## config.mk

```make
export PLATFORM = sky130hd
export DESIGN_NAME = aim_line_field_parser_core
export DESIGN_NICKNAME = d
export VERILOG_FILES = /design/src/sv/alfp_pkg.sv /design/src/sv/alfp_scan.sv /design/src/sv/aim_line_field_parser_core.sv
export SDC_FILE = /design/constraint.sdc
export NUM_CORES = 1
export LEC_CHECK = 0
export BUFFER_PORTS_ARGS = -buffer_cell sky130_fd_sc_hd__buf_2
export CORE_MARGIN = 2
export CORE_UTILIZATION = 46
export CTS_CLUSTER_SIZE = 16
export DETAILED_ROUTE_END_ITERATION = 7
export HOLD_SLACK_MARGIN = 0.02
export SYNTH_ARGS = -nofsm -noshare
export SYNTH_HDL_FRONTEND = slang
export SYNTH_HIERARCHICAL = 1
export SYNTH_SLANG_ARGS = --single-unit
```

## constraint.sdc

```tcl
create_clock -name aclk -period 10.77 [get_ports aclk]
set_input_delay 1.077 -clock aclk [delete_from_list [all_inputs] [get_ports aclk]]
set_output_delay 1.077 -clock aclk [all_outputs]
set_load 0.005 [all_outputs]
```

## src/sv/alfp_pkg.sv

```systemverilog
package alfp_pkg;

    localparam int MaxFields = 7;
    localparam int FieldW    = 18;
    localparam int MagW      = 17;
    localparam int DataW     = 104;
    localparam int PrefixLen = 4;

    localparam logic [7:0]     ChA     = 8'h41;
    localparam logic [7:0]     ChI     = 8'h49;
    localparam logic [7:0]     ChM     = 8'h4D;
    localparam logic [7:0]     ChComma = 8'h2C;
    localparam logic [7:0]     ChMinus = 8'h2D;
    localparam logic [7:0]     ChZero  = 8'h30;
    localparam logic [7:0]     ChNine  = 8'h39;
    localparam logic [MagW-1:0] MagSat = 17'h10000;

    typedef logic signed [FieldW-1:0] field_t;

    typedef enum logic [1:0] {
        PH_START,
        PH_COMMA,
        PH_MINUS,
        PH_DIGITS
    } phase_t;

    typedef struct packed {
        logic                        ok;
        field_t [MaxFields-1:0]      fields;
    } line_sum_t;

    function automatic logic [7:0] prefix_char(input logic [2:0] pos);
        logic [7:0] ch;
        unique case (pos)
            3'd0:    ch = ChA;
            3'd1:    ch = ChI;
            3'd2:    ch = ChM;
            default: ch = ChComma;
        endcase
        return ch;
    endfunction

    function automatic logic [15:0] sat_s16(input field_t v);
        logic [15:0] r;
        if (v < -18'sd32768) begin
            r = 16'h8000;
        end else if (v > 18'sd32767) begin
            r = 16'h7FFF;
        end else begin
            r = v[15:0];
        end
        return r;
    endfunction

    function automatic logic [15:0] sat_u16(input field_t v);
        logic [15:0] r;
        if (v <= 18'sd0) begin
            r = 16'h0000;
        end else if (v > 18'sd65535) begin
            r = 16'hFFFF;
        end else begin
            r = v[15:0];
        end
        return r;
    endfunction

endpackage

```

## src/sv/alfp_scan.sv

```systemverilog
module alfp_scan import alfp_pkg::*; #(
    parameter int FIELD_COUNT = 7
) (
    input  logic      aclk,
    input  logic      aresetn,
    input  logic      beat_fire,
    input  logic [7:0] char_code,
    input  logic      line_end,
    output line_sum_t line_sum
);

    localparam logic [3:0] FieldCnt = 4'(FIELD_COUNT);

    logic [2:0]      prefix_reg, prefix_next;
    logic [2:0]      fn_reg, fn_next;
    phase_t          phase_reg, phase_next;
    logic            minus_reg, minus_next;
    logic [MagW-1:0] mag_reg, mag_next;
    logic            failed_reg, failed_next;

    logic            is_digit;
    logic [20:0]     acc;
    logic [MagW-1:0] acc_sat;
    field_t          cur_val;
    logic            prefix_done;
    logic            fields_done;
    logic            last_field;
    logic            end_fin;
    logic            close_fld;
    logic            wr_en;
    phase_t          eff_phase;
    logic            eff_minus;
    field_t [MaxFields-1:0] fld_w;

    assign is_digit    = (char_code >= ChZero) && (char_code <= ChNine);
    assign acc         = 21'({mag_reg, 3'b000}) + 21'({mag_reg, 1'b0}) + 21'(char_code[3:0]);
    assign acc_sat     = (acc > 21'(MagSat)) ? MagSat : acc[MagW-1:0];
    assign cur_val     = minus_reg ? -field_t'({1'b0, mag_reg}) : field_t'({1'b0, mag_reg});
    assign prefix_done = (prefix_reg == 3'(PrefixLen));
    assign fields_done = ({1'b0, fn_reg} >= FieldCnt);
    assign last_field  = (({1'b0, fn_reg} + 4'd1) == FieldCnt);
    assign end_fin     = !failed_reg && prefix_done && (phase_reg == PH_DIGITS) && last_field;

    // non-digit after digits closes the field; unless that was the last field, the same char then opens the next one
    assign close_fld = beat_fire && !line_end && !failed_reg && prefix_done && !fields_done &&
                       (phase_reg == PH_DIGITS) && !is_digit;
    assign wr_en     = close_fld || (beat_fire && line_end && end_fin);

    always_comb begin
        prefix_next = prefix_reg;
        fn_next     = fn_reg;
        phase_next  = phase_reg;
        minus_next  = minus_reg;
        mag_next    = mag_reg;
        failed_next = failed_reg;
        eff_phase   = phase_reg;
        eff_minus   = minus_reg;
        if (beat_fire) begin
            if (line_end) begin
                prefix_next = '0;
                fn_next     = '0;
                phase_next  = PH_START;
                minus_next  = 1'b0;
                mag_next    = '0;
                failed_next = 1'b0;
            end else if (!failed_reg) begin
                if (!prefix_done) begin
                    if (char_code == prefix_char(prefix_reg)) begin
                        prefix_next = prefix_reg + 3'd1;
                    end else begin
                        failed_next = 1'b1;
                    end
                end else if (!fields_done) begin
                    if (phase_reg == PH_DIGITS && is_digit) begin
                        mag_next = acc_sat;
                    end else begin
                        if (close_fld) begin
                            fn_next    = fn_reg + 3'd1;
                            phase_next = PH_START;
                            minus_next = 1'b0;
                            mag_next   = '0;
                            eff_phase  = PH_START;
                            eff_minus  = 1'b0;
                        end
                        if (!(close_fld && last_field)) begin
                            if (is_digit) begin
                                phase_next = PH_DIGITS;
                                minus_next = eff_minus;
                                mag_next   = MagW'(char_code[3:0]);
                            end else if (char_code == ChMinus &&
                                         (eff_phase == PH_START || eff_phase == PH_COMMA)) begin
                                phase_next = PH_MINUS;
                                minus_next = 1'b1;
                            end else if (char_code == ChComma && eff_phase == PH_START) begin
                                phase_next = PH_COMMA;
                            end else begin
                                failed_next = 1'b1;
                            end
                        end
                    end
                end
            end
        end
    end

    always_ff @(posedge aclk) begin
        if (!aresetn) begin
            prefix_reg <= '0;
            fn_reg     <= '0;
            phase_reg  <= PH_START;
            minus_reg  <= 1'b0;
            mag_reg    <= '0;
            failed_reg <= 1'b0;
        end else begin
            prefix_reg <= prefix_next;
            fn_reg     <= fn_next;
            phase_reg  <= phase_next;
            minus_reg  <= minus_next;
            mag_reg    <= mag_next;
            failed_reg <= failed_next;
        end
    end

    for (genvar i = 0; i < MaxFields; i++) begin : g_fld
        if (i < FIELD_COUNT) begin : g_on
            field_t store_reg;
            always_ff @(posedge aclk) begin
                if (wr_en && fn_reg == 3'(i)) begin
                    store_reg <= cur_val;
                end
            end
            assign fld_w[i] = (end_fin && fn_reg == 3'(i)) ? cur_val : store_reg;
        end else begin : g_off
            assign fld_w[i] = '0;
        end
    end

    assign line_sum.ok     = !failed_reg && prefix_done && (({1'b0, fn_reg} == FieldCnt) || end_fin);
    assign line_sum.fields = fld_w;

endmodule

```

## src/sv/aim_line_field_parser_core.sv

```systemverilog
// AIM line field parser.
// Input channel (s_): one text character per beat in s_tdata[7:0]; a beat with
// s_tlast high ends the line, its data byte is ignored.
// Result channel (m_): one beat per line, issued for every s_tlast beat.
// m_tuser is the ok flag; when it is low every m_tdata bit is zero.
// Lines must open with "AIM," followed by FIELD_COUNT decimal integers,
// each with an optional leading comma and minus sign.
// Throughput: one input beat per cycle, including line ends, while no result is stalled.
// The result is registered: m_tvalid rises in the cycle after the s_tlast beat is accepted.
// The scan state closes the per-character loop: one multiply-by-ten add and a few compares.
// Stall: when m_tready is low with a result held, s_tready drops until the
// result is taken; a result taken in the same cycle frees the register.
// Reset (aresetn low, synchronous): the line state clears and no result is
// pending; the stored field values are overwritten before use.
module aim_line_field_parser_core import alfp_pkg::*; #(
    parameter int FIELD_COUNT = 7
) (
    input  logic             aclk,
    input  logic             aresetn,
    input  logic             s_tvalid,
    output logic             s_tready,
    input  logic [7:0]       s_tdata,   // [7:0] char_code
    input  logic             s_tlast,   // line_end
    output logic             m_tvalid,
    input  logic             m_tready,
    output logic [DataW-1:0] m_tdata,   // aim_live, aim_dx, aim_dy, tgt_x, tgt_y,
                                        // laser_x, laser_y, tgt_seen, lsr_seen, zero pad
    output logic             m_tuser    // ok
);

    logic             s_fire;
    line_sum_t        line_sum;
    logic             m_tvalid_reg, m_tvalid_next;
    logic [DataW-1:0] m_tdata_reg, m_tdata_next;
    logic             m_tuser_reg, m_tuser_next;
    logic [15:0]      dx, dy, tx, ty, lx, ly;
    logic             aim_live, tgt_seen, lsr_seen;

    assign s_tready = !m_tvalid_reg || m_tready;
    assign s_fire   = s_tvalid && s_tready;

    alfp_scan #(
        .FIELD_COUNT(FIELD_COUNT)
    ) u_scan (
        .aclk      (aclk),
        .aresetn   (aresetn),
        .beat_fire (s_fire),
        .char_code (s_tdata),
        .line_end  (s_tlast),
        .line_sum  (line_sum)
    );

    assign aim_live = (line_sum.fields[0] != '0);
    assign dx       = sat_s16(line_sum.fields[1]);
    assign dy       = sat_s16(line_sum.fields[2]);
    assign tx       = sat_u16(line_sum.fields[3]);
    assign ty       = sat_u16(line_sum.fields[4]);
    assign lx       = sat_u16(line_sum.fields[5]);
    assign ly       = sat_u16(line_sum.fields[6]);
    assign tgt_seen = (tx != '0) || (ty != '0);
    assign lsr_seen = (lx != '0) || (ly != '0);

    always_comb begin
        m_tvalid_next = m_tvalid_reg && !m_tready;
        m_tdata_next  = m_tdata_reg;
        m_tuser_next  = m_tuser_reg;
        if (s_fire && s_tlast) begin
            m_tvalid_next = 1'b1;
            m_tuser_next  = line_sum.ok;
            if (line_sum.ok) begin
                m_tdata_next = {5'b0, lsr_seen, tgt_seen, ly, lx, ty, tx, dy, dx, aim_live};
            end else begin
                m_tdata_next = '0;
            end
        end
    end

    always_ff @(posedge aclk) begin
        if (!aresetn) begin
            m_tvalid_reg <= 1'b0;
        end else begin
            m_tvalid_reg <= m_tvalid_next;
        end
    end

    always_ff @(posedge aclk) begin
        m_tdata_reg <= m_tdata_next;
        m_tuser_reg <= m_tuser_next;
    end

    assign m_tvalid = m_tvalid_reg;
    assign m_tdata  = m_tdata_reg;
    assign m_tuser  = m_tuser_reg;

endmodule

```

Word-level counts from Yosys, hierarchy flattened
Cells that the tools add are included.
- bitwise gates (word level): 1
- reductions and logical operators: 62
- multiply operators: 0
- add/sub/neg operators: 6
- equal/unequal tests: 20
- div/mod/pow operators: 0
- muxes and demuxes: 80
- shift operators: 0
- $lt $le $gt $ge: 16
- operators with widths (cell ; count):
    $mux 16 ; 12
    $mux 17 ; 9
    $mux 18 ; 8
    $gt 18x17->1 const B ; 4
    $le 18x1->1 const B ; 4
    $reduce_bool 16->1 ; 4
    $gt 18x16->1 const B ; 2
    $lt 18x16->1 const B ; 2
    $logic_and 1x1->1 ; 33
    $mux 2 ; 16
    $mux 8 ; 4
    $mux 3 ; 10
    $add 20x18->21 ; 1
    $add 21x4->21 ; 1
    $gt 21x17->1 const B ; 1
    $pmux 7 s3 ; 1
    $mux 1 ; 20
    $neg 17->18 ; 1
    $reduce_bool 18->1 ; 1
    $eq 8x6->1 const B ; 2
    $eq 3x3->1 const B ; 5
    $eq 3x2->1 const B ; 3
    $eq 8x8->1 ; 1
    $ge 8x6->1 const B ; 1
    19 further kinds ; 39
- register bits after elaboration: 259
- word-level logic and storage cells: 204
- bits of input ports: 13
- bits in latches: 0
- RAM bits: 0
- output and inout port bits: 107
- memories: 0
- bits in read-only memories: 0

Logic depth before layout (Yosys ltp)
Gate-level depths: netlist of run 1.
- depth after elaboration: 27
- gate-level depth with buffers: 16
- mapped depth without buffers: 13

Hierarchy
The synthesis of run 1 kept the hierarchy.
- modules (own cells, without submodules) (module ; area each (um2) ; cells each ; times used ; seq. area each (um2)):
    alfp_scan ; 8296.7 ; 835 ; 1 ; 4324.1
    aim_line_field_parser_core ; 4190.3 ; 362 ; 1 ; 3022.9

Worst setup path after synthesis of run 1
OpenSTA, ideal clock, no wires.
- kind: input port to flip-flop
- from: input port m_tready
- to: register m_tdata_reg[0] (netlist: m_tdata[0]), enable pin
- setup slack: 4.550 ns
- data arrival time: 5.650 ns
- stages on the path: 2
- path buffers: 0
- data required time: 10.199 ns
- library setup time: 0.571 ns
- path through: nand2b_1 nor2b_1
- longest elaborated chain between the ends: 3
- ends and longest elaborated chain (item ; RTL line ; text):
    start, declared ; aim_line_field_parser_core.sv:25 ; input logic m_tready,
    $logic_or 1x1->1 ; aim_line_field_parser_core.sv:39 ; assign s_tready = !m_tvalid_reg || m_tready;
    $logic_and 1x1->1 ; aim_line_field_parser_core.sv:40 ; assign s_fire = s_tvalid && s_tready;
    $logic_and 1x1->1 ; aim_line_field_parser_core.sv:67 ; if (s_fire && s_tlast) begin
    end signal, assigned ; aim_line_field_parser_core.sv:87 ; m_tdata_reg <= m_tdata_next;
    end, declared ; aim_line_field_parser_core.sv:34 ; logic [DataW-1:0] m_tdata_reg, m_tdata_next;
No other way between the ends.
A chain may end at the register's enable or synchronous reset.

==> qor.txt, run 1 <==
status = complete, no violations
clk slew on worst S/H paths = 0.06 ns
number of synthesized flops with an enable pin = 226
sequential area share after synthesis = 58.8%
Post-synth top flop = edfxtp_1
Cell Area, Synth = 12,500 sq um
# rows = 60
Mapped Cells = 1,197
Die Footprint = 28,500 sq um
unique cell type count in the Yosys netlist = 74
startpoint types = flip-flop
largest net degree at the start of global routing = 72
CP max FO = 36
Crit path arrival time = 5.34 ns
initial DRC count = 687
P&R area growth vs syn = 13.7%
Simple-Gate Fraction of Synth Area = 17.7%
crit end category = flip-flop
fin crit period = 4.98 ns
hold crit path type = flip-flop to flip-flop
first-pass GRT wire length = 48,800 microns
XOR/XNOR share of the synthesized area = 1.82%
vias in the first global route = 8,611
multiplexer share of the synthesized area = 0.261%
overall power = 2.01 mW
RR Startpoint = u_scan/fn_reg[2]
max reg flops = 126
DRC violations left = 0
max-cap violations = 0
die width = 169 microns
core area = 26,800 sq um
crit path from = u_scan/fn_reg[2]
worst skew pair latency = 0.53 ns
CTS resizes = 0
GRT Overall Usage = 22.3%
postcts setup bufs = 0
gp weighted congestion = 0.851
synthesized flop and latch total = 254
H-Tree Depth = 1
Adder-Cell Fraction of Synth Area = 4.73%
slowest cell delay on critical path = 0.86 ns
clock buffer count from CTS = 28
Ports = 120
Synth Area in Compound Gates = 13.0%
critical path cell sequence = inv_1 > ha_1 > nand3b_1 > nor4_2 > and2_1 > buf_4 > nand2_1 > o21ai_0 > nor2_1 > nor2_1 > nor2_1 > nor2_1
CTS tree = yes
Post-CTS Hold Buffers = 0
ant diodes = 0
warnings from Yosys = 6
vias per cell = 5.52
share of layout cells above drive strength 1 = 14.4%
top cells by count, synth = nor2_1 (231), edfxtp_1 (226), nand2_1 (156)
syn avg cell area = 10.4 sq um
drt pass-1 iters = 5
crit path max-delay cell type = nor2_1
antenna-violating nets left = 0
actual slew at the worst max-slew pin = 1.15 ns
Clock Path Buffers = 3
most instantiated library cell after synthesis = nor2_1
VDD IR max = 0.000117 V
vias = 9,204
share of the synthesized area in the top cell type = 54.3%
post-DP HPWL = 21,200 microns
Area contributors post-synth = edfxtp_1 (54%), nor2_1 (6.9%), o21ai_0 (5.1%)
Final Skew = 0.00935 ns
Final period util = 46.3%
Die Y = 169 microns
power per cell area = 141 nW/um^2
most frequent CP cell = nor2_1
starting density of the core = 46.6%
Port-buffer cells = 114
worst hold start = u_scan/mag_reg[15]
fmax = 0.201 GHz
post-synthesis async set-or-reset flop share = 0%
largest family of logic cells by synthesized area = simple AND/OR/NAND/NOR gates
area leader, netlist = edfxtp_1
final hold vios = 0
total grt overflow = 0
Min Hold Slack = 0.525 ns
initial antenna violation count = 0
final setup TNS = 0 ns
final setup vio count = 0
critical path type = flip-flop to flip-flop
Routed WL = 32,000 microns
FILL cells = 2,413
RSZ-0062 raised after global routing = false
Leak = 5.47 nW
max_slew headroom = 23.2%
routed len/inst = 19.2 microns
clk root buf = clkbuf_16
NumNets Final = 1,365
CTS Sinks = 254
fin. max-slew vios = 0
Critical Path RT = 11.13 ns
## worst max-delay path, delay by kind of cell (launching register included)
kind                     cells  cell delay, ns
AND/OR/NAND/NOR              8            2.99
flip-flops                   1            0.51
buffers and inverters        2            0.46
adder cells (fa/ha/maj)      1            0.33
AO/OA/AOI/OAI                1            0.50
## kinds of logic (layout without fill, tap and decap cells)
| group | Yosys count | after routing |
|---|---|---|
| AND/OR/NAND/NOR | 505 | 505 |
| AO/OA/AOI/OAI | 262 | 262 |
| flip-flops | 254 | 254 |
| buffers and inverters | 100 | 225 |
| adder cells (fa/ha/maj) | 46 | 46 |
| XOR/XNOR | 26 | 26 |
| multiplexers | 3 | 3 |
| other | 1 | 5 |
## power by group
| part | total [mW] | switching [mW] | internal, mW |
|---|---|---|---|
| combinational | 0.0416 | 0.0253 | 0.0163 |
| clock | 0.881 | 0.370 | 0.511 |
| sequential | 1.08 | 0.00507 | 1.08 |
## metal layers
metal | vias up | global-route usage, % | wire (microns)
met4 | 0 | 4.99 | 550
met1 | 4401 | 30.9 | 14000
met5 | - | 0 | 0
met3 | 40 | 3.58 | 2380
met2 | 285 | 37.1 | 15100
li1 | 4478 | - | -
## metrics by stage
stage	setup slack, ns	utilization [%]	instances	area [sq um]
after floorplan	4.55	-	1201	12500
after global placement	6.00	49.9	1617	13400
after detailed placement	5.90	49.9	1617	13400
after CTS	5.89	53.0	1667	14200
after global routing	5.42	53.0	1667	14200
final	5.79	53.0	1667	14200
## cell type report
| cell class | instances | area, sq um | area share, % |
|---|---|---|---|
| Clock buffer | 35 | 748 | 5.27 |
| Clock inverter | 15 | 92.6 | 0.652 |
| Inverter | 41 | 154 | 1.08 |
| Multi-Input combinational cell | 847 | 4710 | 33.2 |
| Sequential cell | 254 | 7350 | 51.7 |
| Tap cell | 341 | 427 | 3.00 |
| Timing Repair Buffer | 134 | 721 | 5.07 |
## placed cells by master (no fill, tap or decap), types with 10 or more instances in the layout
| cell type | count |
|---|---|
| a21oi_1 | 42 |
| and2_1 | 17 |
| buf_2 | 114 |
| buf_4 | 20 |
| clkbuf_16 | 29 |
| dfxtp_1 | 28 |
| edfxtp_1 | 226 |
| ha_1 | 44 |
| inv_1 | 40 |
| nand2_1 | 156 |
| nand3_1 | 19 |
| nor2_1 | 231 |
| nor2b_1 | 10 |
| nor4_1 | 19 |
| o21ai_0 | 128 |
| o21ai_1 | 13 |
| xnor2_1 | 10 |
| xor2_1 | 16 |
## final timing paths
check | cells past startpoint | to | slack (ns)
setup / recovery | 12 | m_tdata[1] | 5.79
hold / removal | 2 | u_scan/mag_reg[15] | 0.53
setup reg to reg | 12 | m_tdata[1] | 5.79
hold reg to reg | 2 | u_scan/mag_reg[15] | 0.53
Power figures use the tool's default switching activity.
==> run 2, diff against run 1 <==
==> constraint.sdc (replaced) <==
create_clock -name aclk -period 4.8 [get_ports aclk]
set_input_delay 0.48 -clock aclk [delete_from_list [all_inputs] [get_ports aclk]]
set_output_delay 0.48 -clock aclk [all_outputs]
set_load 0.005 [all_outputs]
==> run 2 against run 1 <==
Compared with the run above: first-iteration DRC count up 20%; hold slack worse by 0.24 ns; register-to-register slack worse by 5.1 ns; design area up 1.4%; die area unchanged; fmax up 21%; largest power group unchanged.
==> qor.txt, run 2 (synthesis results as in run 1) <==
actual slew at the worst max-slew pin = 1.26 ns (+0.113 ns)
hold crit path type = input port to flip-flop
Final period util = 85.9% (+40 points)
CP max FO = 16 (-56%)
commonest non-fill, non-tap cell in the layout = nor2_1
fin. max-slew vios = 0 (unchanged)
max-cap violations = 0 (unchanged)
antenna-violating nets left = 0 (unchanged)
RSZ-0062 raised after global routing = false
DRC violations left = 0 (unchanged)
final setup TNS = 0 ns (unchanged)
vias = 9,348 (+1.6%)
Top Family by Delay on Critical Path = simple AND/OR/NAND/NOR gates
Clock Path Buffers = 3 (unchanged)
worst hold start = m_tready
clock buffer count from CTS = 26 (-7.1%)
Final Worst Setup Slack = 0.676 ns (-5.11 ns)
max reg flops = 126 (unchanged)
initial DRC count = 822 (+20%)
Die Y = 169 microns (unchanged)
crit path from = u_scan/mag_reg[8]
Post-CTS Hold Buffers = 0 (unchanged)
fin area = 14,400 sq um (+1.4%)
final setup vio count = 0 (unchanged)
slowest cell delay on critical path = 0.66 ns (-0.20 ns)
crit end category = flip-flop
GRT Overall Usage = 22.1% (-0.19 points)
Ports = 120 (unchanged)
total grt overflow = 0 (unchanged)
# rows = 60 (unchanged)
share of layout cells above drive strength 1 = 16.0% (+1.6 points)
Core Util, Final = 53.7% (+0.75 points)
initial antenna violation count = 0 (unchanged)
first-pass GRT wire length = 48,900 microns (+0.24%)
post-DP HPWL = 22,000 microns (+3.9%)
vias per cell = 5.56 (+0.78%)
drt pass-1 iters = 5 (unchanged)
die width = 169 microns (unchanged)
critical path cell sequence = or4_1 > nor4_1 > nand2b_1 > o21ai_1 > xor2_1 > o21ai_1 > nor2_1 > nand4_1 > o41ai_4 > buf_4 > nor2_1
VDD IR max = 0.000284 V (+140%)
fmax = 0.243 GHz (+21%)
routed len/inst = 19.1 microns (-0.72%)
Final Skew = 0.0287 ns (+0.0193 ns)
NumNets Final = 1,379 (+1.0%)
final hold vios = 0 (unchanged)
crit path max-delay cell type = xor2_1
clk slew on worst S/H paths = 0.06 ns (about the same)
fin crit period = 4.12 ns (-0.860 ns)
starting density of the core = 46.6% (unchanged)
Leak = 5.57 nW (+1.9%)
Die Footprint = 28,500 sq um (unchanged)
Critical Path RT = 5.09 ns (-6.04 ns)
most frequent cells in the layout = nor2_1 (231), edfxtp_1 (226), nand2_1 (156)
Crit path arrival time = 4.41 ns (-0.93 ns)
FILL cells = 2,388 (-1.0%)
clk root buf = clkbuf_16
Port-buffer cells = 114 (unchanged)
CTS resizes = 0 (unchanged)
P&R area growth vs syn = 15.3%
Routed WL = 32,000 microns (about the same)
critical path type = flip-flop to flip-flop
power per cell area = 321 nW/um^2 (+130%)
vias in the first global route = 8,739 (+1.5%)
gp weighted congestion = 0.868 (+2.0%)
worst skew pair latency = 0.54 ns (about the same)
core area = 26,800 sq um (unchanged)
startpoint types = flip-flop
postcts setup bufs = 0 (unchanged)
Place WS = 0.707 ns (-5.20 ns)
H-Tree Depth = 1 (unchanged)
CTS Sinks = 254 (unchanged)
Placed Area = 13,500 sq um (+1.0%)
RR Startpoint = u_scan/mag_reg[8]
status = complete, no violations
max_slew headroom = 15.6% (-7.6 points)
Worst Path Buf+Inv = 1 (-1)
Min Hold Slack = 0.281 ns (-0.244 ns)
largest net degree at the start of global routing = 71 (-1.4%)
CTS tree = yes
ant diodes = 0 (unchanged)
[run 2: cell type report]
type | count | area (sq um) | area share, %
Timing Repair Buffer | 150 | 853 | 5.92
Clock buffer | 31 | 709 | 4.93
Clock inverter | 16 | 191 | 1.33
Sequential cell | 254 | 7350 | 51.0
Inverter | 41 | 154 | 1.07
Multi-Input combinational cell | 847 | 4720 | 32.8
Tap cell | 341 | 427 | 2.96
[run 2: worst min-delay path: stages]
cell      delay, ns
buf_2          0.07
nand2b_1       0.13
a21boi_0       0.09
[run 2: path summary, 6_finish.rpt]
check,endpoint,slack [ns],cells past startpoint
max,m_tdata[78],0.68,11
min reg2reg,u_scan/phase_reg[0],0.54,2
max reg2reg,m_tdata[78],0.68,11
min,m_tvalid,0.28,3
[run 2: routing by layer]
metal | vias up | wire (microns) | share of wire [%] | global-route usage (%)
met1 | 4466 | 14000 | 44 | 30.3
met4 | 0 | 817 | 2.6 | 6.56
li1 | 4511 | - | - | -
met2 | 316 | 15100 | 47 | 36.4
met3 | 55 | 2080 | 6.5 | 3.53
met5 | - | 0 | 0 | 0
[run 2: report_power, final]
| group | internal (mW) | switching [mW] | total (mW) |
|---|---|---|---|
| Sequential | 2.42 | 0.0105 | 2.43 |
| Clock | 1.27 | 0.836 | 2.10 |
| Combinational | 0.0384 | 0.0560 | 0.0944 |
| Total | 3.73 | 0.903 | 4.63 |
[run 2: per-stage QoR]
step	cells	total power, mW
after CTS	1680	4.67
after floorplan	1201	2.52
after global routing	1680	4.76
final	1680	4.63
after global placement	1633	2.57
after detailed placement	1633	2.58
==> run 3, diff against run 2 <==
--- a/config.mk
+++ b/config.mk
@@ -8,6 +8,7 @@
 export BUFFER_PORTS_ARGS = -buffer_cell sky130_fd_sc_hd__buf_2
 export CORE_MARGIN = 2
 export CORE_UTILIZATION = 46
+export CTS_BUF_LIST = sky130_fd_sc_hd__clkbuf_2
 export CTS_CLUSTER_SIZE = 16
 export DETAILED_ROUTE_END_ITERATION = 7
 export HOLD_SLACK_MARGIN = 0.02
==> run 3 against run 2 <==
Compared with the run above: setup slack hardly changed; non-clock buffer count is 4 higher; global-route usage is 0.63 points higher; sequential power hardly changed; routed wire length is 0.97% higher; fmax hardly changed; total power is 13% lower; hold slack worse by 0.17 ns; design area is 1.8% lower.
==> qor.txt, run 3 (synthesis results as in run 1) <==
starting density of the core = 46.6% (unchanged)
most frequent cells in the layout = nor2_1 (231), edfxtp_1 (226), nand2_1 (156)
antenna-violating nets left = 0 (unchanged)
core area = 26,800 sq um (unchanged)
commonest non-fill, non-tap cell in the layout = nor2_1
clk slew on worst S/H paths = 0.09 ns (+0.03 ns)
Routed WL = 32,300 microns (+0.97%)
Crit path arrival time = 4.85 ns (+0.44 ns)
power per cell area = 285 nW/um^2 (-11%)
final setup vio count = 0 (unchanged)
status = complete, no violations
fmax = 0.242 GHz (about the same)
max reg flops = 126 (unchanged)
RR Startpoint = u_scan/mag_reg[0]
first-pass GRT wire length = 49,800 microns (+1.8%)
Reg-to-Reg End = u_scan/mag_reg[11]
r2r worst-path depth = 13 (+2)
slowest cell delay on critical path = 0.71 ns (+0.05 ns)
initial DRC count = 776 (-5.6%)
Final period util = 85.9% (about the same)
final hold vios = 0 (unchanged)
initial antenna violation count = 1 (+1)
Die Y = 169 microns (unchanged)
Worst Path Buf+Inv = 2 (+1)
Min Hold Slack = 0.111 ns (-0.170 ns)
post-DP HPWL = 22,000 microns (unchanged)
vias in the first global route = 9,133 (+4.5%)
critical path cell sequence = clkinv_1 > fa_1 > inv_1 > ha_1 > a211oi_2 > o21ai_2 > a31oi_1 > nor2b_1 > o21ai_0 > xor2_1 > a31oi_1 > and4bb_1 > a22o_1
actual slew at the worst max-slew pin = 1.22 ns (-0.0383 ns)
total grt overflow = 0 (unchanged)
NumNets Final = 1,424 (+3.3%)
CTS Sinks = 254 (unchanged)
Leak = 5.59 nW (+0.45%)
DRC violations left = 0 (unchanged)
VDD IR max = 0.000119 V (-58%)
H-Tree Depth = 3 (+2)
clk root buf = clkbuf_2
most frequent CP cell = a31oi_1
P&R area growth vs syn = 13.2%
die width = 169 microns (unchanged)
Hold Path Sink = u_scan/mag_reg[3]
hold crit path type = input port to flip-flop
GRT Overall Usage = 22.7% (+0.63 points)
clock buffer count from CTS = 67 (+160%)
routed len/inst = 18.5 microns (-2.8%)
Critical Path RT = 5.53 ns (+0.44 ns)
crit end category = flip-flop
drt pass-1 iters = 5 (unchanged)
Port-buffer cells = 114 (unchanged)
final setup TNS = 0 ns (unchanged)
Clock Path Buffers = 3 (unchanged)
worst hold start = s_tdata[4]
fin crit period = 4.12 ns (+0.000111 ns)
worst skew pair latency = 0.81 ns (+0.27 ns)
Die Footprint = 28,500 sq um (unchanged)
RSZ-0062 raised after global routing = false
max-cap violations = 0 (unchanged)
CP max FO = 10 (-6)
vias per cell = 5.48 (-1.5%)
flop-to-flop setup slack = 0.68 ns (about the same)
fin. max-slew vios = 0 (unchanged)
share of layout cells above drive strength 1 = 19.1% (+3.1 points)
gp weighted congestion = 0.868 (unchanged)
# rows = 60 (unchanged)
Final Skew = 0.0486 ns (+0.0199 ns)
max_slew headroom = 18.2% (+2.6 points)
startpoint types = flip-flop
Top Family by Delay on Critical Path = compound AO/OA/AOI/OAI gates
critical path type = flip-flop to flip-flop
crit path max-delay cell type = fa_1
largest net degree at the start of global routing = 71 (unchanged)
Ports = 120 (unchanged)
vias = 9,567 (+2.3%)
worst hold path stage count = 4 (+1)
CTS tree = yes
==> run 3: metrics by stage <==
step | power (mW) | std cells | util, % | setup slack (ns) | area [sq um]
5_1_grt | 4.20 | 1745 | 52.8 | 0.397 | 14100
2_1_floorplan | 2.52 | 1201 | - | 1.09 | 12500
4_1_cts | 4.09 | 1744 | 52.7 | 0.706 | 14100
6_report | 4.03 | 1745 | 52.8 | 0.676 | 14100
3_5_place_dp | 2.58 | 1633 | 50.4 | 0.707 | 13500
3_3_place_gp | 2.57 | 1633 | 50.4 | 0.748 | 13500
==> run 3: worst max path at each step <==
stage | startpoint | endpoint | slack, ns | cells past startpoint
6_report | u_scan/mag_reg[0] | u_scan/mag_reg[11] | 0.68 | 13
2_1_floorplan | m_tready | m_tdata[0] | 1.09 | 2
3_5_place_dp | u_scan/mag_reg[8] | m_tdata[78] | 0.71 | 11
4_1_cts | u_scan/mag_reg[8] | m_tdata[76] | 0.71 | 11
5_1_grt | u_scan/mag_reg[8] | m_tdata[76] | 0.40 | 11
3_3_place_gp | u_scan/mag_reg[8] | m_tdata[78] | 0.75 | 11
==> run 3: layer usage <==
| metal | track usage (%) | part of all wire (%) | vias up | routed length (microns) |
|---|---|---|---|---|
| met5 | 0 | 0 | - | 0 |
| met4 | 7.72 | 2.2 | 0 | 702 |
| met3 | 4.42 | 6.4 | 57 | 2060 |
| met2 | 37.7 | 48 | 330 | 15500 |
| met1 | 30.0 | 44 | 4555 | 14100 |
| li1 | - | - | 4625 | - |
==> run 3: repair_timing <==
item                       CTS  global route
resized for setup            0             0
setup endpoints to repair    0             0
hold buffers                 4             0
buffers inserted             0             0
hold endpoints to repair    11             0
==> run 3: worst reg2reg max path: stages, from the launching register on <==
cell and delay (ns):
dfxtp_1 0.34, clkinv_1 0.40, fa_1 0.71, inv_1 0.06, ha_1 0.32, a211oi_2 0.24, o21ai_2 0.16, a31oi_1 0.40
nor2b_1 0.08, o21ai_0 0.26, xor2_1 0.29, a31oi_1 0.15, and4bb_1 0.49, a22o_1 0.19
==> run 3: power breakdown <==
group	internal, mW	switching (mW)
clock	0.664	0.844
sequential	2.42	0.0104
combinational	0.0406	0.0566
total	3.12	0.911
==> run 3: cell type report <==
cell class / instances / area (sq um)
Timing Repair Buffer: 154 / 893
Inverter: 41 / 154
Fill cell: 2443 / 12700
Sequential cell: 254 / 7350
Clock inverter: 16 / 139
Tap cell: 341 / 427
Multi-Input combinational cell: 847 / 4720
Antenna cell: 1 / 2.50
Clock buffer: 91 / 455
